--- config.mk ---
export PLATFORM = sky130hd
export DESIGN_NAME = pohd_res_fifo
export DESIGN_NICKNAME = d
export VERILOG_FILES = /design/src/rtl/core/page_offset_hint_decoder_defines.svh /design/src/rtl/core/pohd_pkg.sv /design/src/rtl/core/pohd_res_fifo.sv
export SDC_FILE = /design/constraint.sdc
export NUM_CORES = 1
export LEC_CHECK = 0
export BUFFER_PORTS_ARGS = -buffer_cell sky130_fd_sc_hd__buf_2
export CAP_MARGIN = 20
export CORE_ASPECT_RATIO = 1.75
export CORE_MARGIN = 2
export CORE_UTILIZATION = 32
export DETAILED_ROUTE_END_ITERATION = 12
export PLACE_DENSITY = 0.53
export REMOVE_ABC_BUFFERS = 1
export SKIP_LAST_GASP = 1
export SLEW_MARGIN = 0
export SYNTH_ARGS = -nofsm -noshare
export SYNTH_HDL_FRONTEND = slang
export SYNTH_SLANG_ARGS = --single-unit
--- constraint.sdc ---
create_clock -name clk -period 15.6 [get_ports clk]
set_clock_uncertainty 0.15 [all_clocks]
set_input_delay 2.34 -clock clk [delete_from_list [all_inputs] [get_ports clk]]
set_output_delay 2.34 -clock clk [all_outputs]
set_load 0.01 [all_outputs]
--- src/rtl/core/page_offset_hint_decoder_defines.svh ---
// ----------------------------------------------------------------------------
// Assertion macros for the page offset hint decoder
// Macros that wrap concurrent assertions on clk with arst_n as disable.
// ----------------------------------------------------------------------------
`ifndef PAGE_OFFSET_HINT_DECODER_DEFINES_SVH
`define PAGE_OFFSET_HINT_DECODER_DEFINES_SVH
`ifndef SYNTHESIS
// Property prop must hold at every clock edge outside reset.
`define POHD_ASSERT(lbl, prop, msg) \
	lbl: assert property (@(posedge clk) disable iff (!arst_n) prop) else $error(msg);
// Condition cond must never be true at a clock edge outside reset.
`define POHD_NEVER(lbl, cond, msg) \
	lbl: assert property (@(posedge clk) disable iff (!arst_n) !(cond)) else $error(msg);
`else
`define POHD_ASSERT(lbl, prop, msg)
`define POHD_NEVER(lbl, cond, msg)
`endif
`endif

--- src/rtl/core/pohd_pkg.sv ---
// ----------------------------------------------------------------------------
// Page offset hint decoder package
// Shared constants, codes, types and the header width table.
// ----------------------------------------------------------------------------
`default_nettype none

package pohd_pkg;

	// Default sizes.
	localparam int MAX_PAGES_DEF   = 1024;
	localparam int BUFFER_BITS_DEF = 64;

	// Request codes.
	localparam logic [1:0] REQ_BYTE    = 2'd0;
	localparam logic [1:0] REQ_NEXT    = 2'd1;
	localparam logic [1:0] REQ_RESTART = 2'd2;

	// Result status codes.
	localparam logic [2:0] ST_FIELD     = 3'd0;
	localparam logic [2:0] ST_NEED_BYTE = 3'd1;
	localparam logic [2:0] ST_DONE      = 3'd2;
	localparam logic [2:0] ST_TAKEN     = 3'd3;
	localparam logic [2:0] ST_FULL      = 3'd4;
	localparam logic [2:0] ST_BAD_WIDTH = 3'd5;

	// Section codes.
	localparam logic [2:0] SEC_HEADER  = 3'd0;
	localparam logic [2:0] SEC_OBJECTS = 3'd1;
	localparam logic [2:0] SEC_LENGTH  = 3'd2;
	localparam logic [2:0] SEC_REFCNT  = 3'd3;
	localparam logic [2:0] SEC_ID      = 3'd4;
	localparam logic [2:0] SEC_POS     = 3'd5;
	localparam logic [2:0] SEC_COFF    = 3'd6;
	localparam logic [2:0] SEC_CLEN    = 3'd7;

	// Number of header fields kept; the last header field is never read back.
	localparam int HDR_KEEP = 12;

	// Decoder sequencer states.
	typedef enum logic {
		DS_RUN,
		DS_FETCH
	} dec_state_t;

	// One result item.
	typedef struct packed {
		logic [2:0]  status;
		logic [2:0]  section;
		logic [9:0]  page_index;
		logic [15:0] ref_index;
		logic [31:0] value;
		logic [31:0] derived;
	} res_t;

	// Bit width of each fixed header field.
	function automatic logic [5:0] hdr_width(input logic [3:0] idx);
		logic [5:0] w;
		case (idx)
			4'd0, 4'd1, 4'd3, 4'd5, 4'd7: w = 6'd32;
			default: w = 6'd16;
		endcase
		return w;
	endfunction

endpackage

`default_nettype wire

--- src/rtl/core/pohd_res_fifo.sv ---
// ----------------------------------------------------------------------------
// Result buffer
// Two-entry output register with skid stage between decoder and master side.
// ----------------------------------------------------------------------------
`default_nettype none

module pohd_res_fifo (
	input  wire logic          clk,
	input  wire logic          arst_n,
	input  wire logic          push,
	input  wire pohd_pkg::res_t push_res,
	output logic               space,
	output logic               m_valid,
	input  wire logic          m_ready,
	output pohd_pkg::res_t     m_res
);
	import pohd_pkg::*;

	logic [1:0] cnt_q;
	res_t       front_q;
	res_t       skid_q;
	logic       pop;

	assign pop     = m_valid && m_ready;
	assign space   = (cnt_q != 2'd2);
	assign m_valid = (cnt_q != 2'd0);
	assign m_res   = front_q;

	// Occupancy count.
	always_ff @(posedge clk or negedge arst_n) begin
		if (!arst_n) begin
			cnt_q <= 2'd0;
		end else begin
			cnt_q <= cnt_q + {1'b0, push} - {1'b0, pop};
		end
	end

	// Payload: front entry is what the master side sees.
	always_ff @(posedge clk) begin
		if (cnt_q == 2'd2) begin
			if (pop) begin
				front_q <= skid_q;
			end
		end else if (cnt_q == 2'd1) begin
			if (push && pop) begin
				front_q <= push_res;
			end else if (push) begin
				skid_q <= push_res;
			end
		end else if (push) begin
			front_q <= push_res;
		end
	end

endmodule

`default_nettype wire

After elaboration in Yosys (flattened, before gate mapping) --
Index checks and enable logic that the tools add are counted. Widths: inputs -> output; s select.
Operators by class: multiplexer cells 5, equality and inequality tests 5, bitwise gates (word level) 2, reduce and logical (&&, ||, !) cells 6, add/subtract/negate cells 2
Operators with widths (number):
- $mux 96 | 5
- $ne 2x2->1 const B | 2
- $reduce_and 4->1 | 1
- $ne 3x2->1 const B | 1
- $reduce_and 3->1 | 1
- $reduce_bool 3->1 | 1
- $add 2x1->2 | 1
- $eq 2x1->1 const B | 1
- $eq 2x2->1 const B | 1
- $logic_and 1x1->1 | 2
- $not 1->1 | 2
- $reduce_bool 2->1 | 1
- $sub 2x1->2 | 1
Word-level totals: register bits 194, input bits 100, output and inout bits 98

Logic depth before layout (Yosys ltp) --
depth in word-level cells 6, gate-level depth with buffers 7, depth with buffers taken out 4

Worst setup path after synthesis --
OpenSTA, ideal clock, no wires.
kind in2reg, from in m_ready, to reg skid_q[0] (netlist name) (enable), cell stages on the path 1, data arrival time 8889 ps, library setup time 668 ps, buffers on the path 0, setup slack 5893 ps, data required time 14782 ps, path through nor3_1
On the way: cells in the longest elaborated chain, start to end 4
Ends and longest elaborated chain:
- from (decl) | line pohd_res_fifo.sv:14 | input wire logic m_ready,
- $logic_and 1x1->1 | line pohd_res_fifo.sv:24 | assign pop = m_valid && m_ready;
- $logic_and 1x1->1 | line pohd_res_fifo.sv:45 | if (push && pop) begin
- $not 1->1 (no source line)
- $reduce_and 4->1 (no source line)
- to (signal assigned) | line pohd_res_fifo.sv:48 | skid_q <= push_res;
- to (decl) | line pohd_res_fifo.sv:21 | res_t skid_q;
Every way passes these cells. A chain may end at the register's enable or synchronous reset.

Worst setup path in the final report --
from reg cnt_q[0], to out space
On the way: cells in the longest elaborated chain, start to end 1
Ends and longest elaborated chain:
- from (decl) | line pohd_res_fifo.sv:19 | logic [1:0] cnt_q;
- from (signal assigned) | line pohd_res_fifo.sv:34 | cnt_q <= cnt_q + {1'b0, push} - {1'b0, pop};
- $ne 2x2->1 | line pohd_res_fifo.sv:25 | assign space = (cnt_q != 2'd2);
- to (decl) | line pohd_res_fifo.sv:12 | output logic space,
Every way passes these cells.

==> run_results.csv <==
group,metric,value,unit
outcome,status,"finished, final reports clean",
cts,cts.htree.levels,4,
timing,drv_slew,0,
cts,post_cts_buffers,0,
worst_setup_path,crit_path_top_delay_cell,"clkinv_2",
synthesis,synth-seq-area-share,81.73,%
cells_and_area,multi_input_area,0.001180,mm2
timing,fmax,191.0,MHz
pwr,p_leak,3.778,nW
global_routing,grt_pass1_wl,24880,um
placed_design,hpwlAfterDp,10580,um
cts,clockBufferDepth,2,
placed_design,gp_congestion,0.7827,
route,via_count,4376,
worst_setup_path,path_cells,"nor2b_4, buf_4, clkinv_2, buf_2",
min_path,min_path_cells,2,
worst_setup_path,critPathMaxStageDelay,840,ps
route,ant_nets,0,
timing,worst_pin_slew,892.6,ps
die,fp-row-count,72,
route,met3_wirelength,895,um
die,fp.dieH,201.3,um
cts,cts_resized,0,
placed_design,dp_slack,10090,ps
cells_and_area,drive_gt1_share,32.56,%
cts,cts_tree,"built",
synthesis,yosys.area.top_type,"edfxtp_1",
cts,clk_latency,440,ps
route,wl,16170,um
global_routing,grt_usage,14.32,%
worst_setup_path,cp_num_cells,4,
route,drt-initial-drc-count,257,
cts,cts-root-buf,"clkbuf_16",
cells_and_area,final.fill_count,2156,
worst_setup_path,crit_type,"flip-flop to output port",
cells_and_area,nets,819,
placed_design,port_buffers,197,
timing,grt_setup_unrepaired,"no",
synthesis,syn_area,0.007116,mm2
cells_and_area,layout_common_cells,"nand2_1, buf_2, edfxtp_1",
route,wl_met2,8874,um
worst_setup_path,required,13110,ps
worst_setup_path,cp.buffers_inverters,3,
worst_setup_path,path_delay_family,"buffers and inverters",
timing,relSlewSlack,40.43,%
worst_setup_path,critPathMaxFanout,61,
route,dr.pass1.iters,4,
pwr,cellPowerDensity,182.8,mW/mm2
die,die_w,116.7,um
die,core,0.02198,mm2
route,wl_per_cell,15.72,um
synthesis,synthTopCellsByArea,"edfxtp_1, nand2_1, buf_2",
cts,ctsHoldBuffers,0,
die,initial_core_util,32.37,%
synthesis,yosys.area.top_type_share,81.03,%
worst_setup_path,endpoint_kind,"output port",
worst_setup_path,cp.arrival,2750,ps
pwr,p_total,1.645,mW
min_path,min-delay-path-class,"flip-flop to flip-flop",
synthesis,netlist-cell-type-count,17,
synthesis,yosysWarnings,0,
timing,finalHoldViolCount,0,
pwr,peakVddDrop,0.1463,mV
synthesis,synthCells,516,
global_routing,grt_overflow,0,
global_routing,antenna_found_initial,5,
synthesis,synth_seq_cells,194,
cells_and_area,layout_commonest_cell,"nand2_1",
die,dieArea,0.02349,mm2
route,vias_per_cell,4.253,
cts,cts_sinks,194,
route,routed.top_layer,"met5",
cts,path_clk_slew,70,ps
die,pin_count,198,
global_routing,grt_pass1_vias,4620,
synthesis,syn_area_per_cell,13.79,um2
timing,fin_crit,5236,ps
cells_and_area,register_area,0.005816,mm2
global_routing,grt_max_degree,99,
timing,worst_slack,10360,ps
timing,tns,0,ps
timing,setup_viol,0,
job,cap_violations,0,
worst_setup_path,start_kind,"flip-flop",
cts,numCtsBuffers,17,
route,drt-met1-wl,5799,um
cells_and_area,area_growth,26.45,%
timing,period_share,33.57,%
worst_setup_path,rr_worst_depth,6,
route,drc,0,
-- power by group --
part / switching (mW) / internal (mW) / leakage (nW)
sequential: 0.0416 / 0.767 / 1.83
combinational: 0.286 / 0.140 / 1.69
clock: 0.191 / 0.219 / 0.258
-- state kept, by name (all words and copies together) (netlist names) --
register  flops
m_res        96
skid_q       96
cnt_q         2
-- final cells by class --
class / count / area share, %
inverter: 2 / 0.09734
timing repair buffer: 204 / 11.90
clock inverter: 13 / 1.265
multi-input combinational: 299 / 13.11
sequential: 194 / 64.64
clock buffer: 19 / 4.812
antenna: 2 / 0.05563
tap: 296 / 4.116
-- routing by layer --
layer	global-route usage (%)	vias up
li1	-	2155
met1	14.81	2053
met2	25.41	129
met3	4.157	33
met4	7.605	6
met5	0	-
-- synth_stat cells, drive strengths merged --
| library cell | count |
|---|---|
| o22ai | 1 |
| ha | 1 |
| nand2 | 289 |
| a21oi | 1 |
| xnor2 | 1 |
| or2 | 1 |
| edfxtp | 192 |
| dfrtp | 2 |
| nor2b | 1 |
| nor3 | 1 |
| inv | 2 |
| o21ai | 2 |
| mux2 | 1 |
| buf | 21 |
-- final timing paths --
path	startpoint	to	slack, ps
min in group asynchronous	arst_n	cnt_q[0]$_DFF_PN0_	1520
hold / removal	skid_q[27]$_DFFE_PP_	m_res[27]$_DFFE_PP_	360
setup / recovery	cnt_q[0]$_DFF_PN0_	space	10360
setup reg to reg	cnt_q[0]$_DFF_PN0_	m_res[56]$_DFFE_PP_	12140
hold reg to reg	skid_q[27]$_DFFE_PP_	m_res[27]$_DFFE_PP_	360
max in group asynchronous	arst_n	cnt_q[1]$_DFF_PN0_	13680
-- metrics by stage --
step                      instances  utilization, %  area, um2  hold slack [ps]
after floorplan                 495               -       6979            333.6
after global routing           1027           40.91       8992            374.1
after detailed placement        993           38.21       8398            342.4
after global placement          993           38.21       8398            339.8
after CTS                      1025           40.69       8945            357.5
final                          1029           40.93       8997            357.7
-- worst register-to-register path: stages, from the launching register on --
cell	delay [ps]
dfrtp_1	470
nor2b_4	140
buf_4	430
clkinv_2	850
o22ai_1	500
a21oi_4	130
buf_4	420
-- cell families (layout without fill, tap and decap cells) --
| kind of cell | after synthesis | count (layout) | synth area share [%] |
|---|---|---|---|
| DFF | 194 | 194 | 81.73 |
| adders and majority gates | 1 | 1 | 0.1758 |
| muxes | 1 | 1 | 0.1582 |
| AOI/OAI and AO/OA | 4 | 4 | 0.2989 |
| buffers and inverters | 23 | 238 | 2.022 |
| other | 0 | 2 | 0 |
| xor gates and xnor gates | 1 | 1 | 0.1231 |
| and+or+nand+nor | 292 | 292 | 15.49 |
Power figures use the tool's default switching activity.
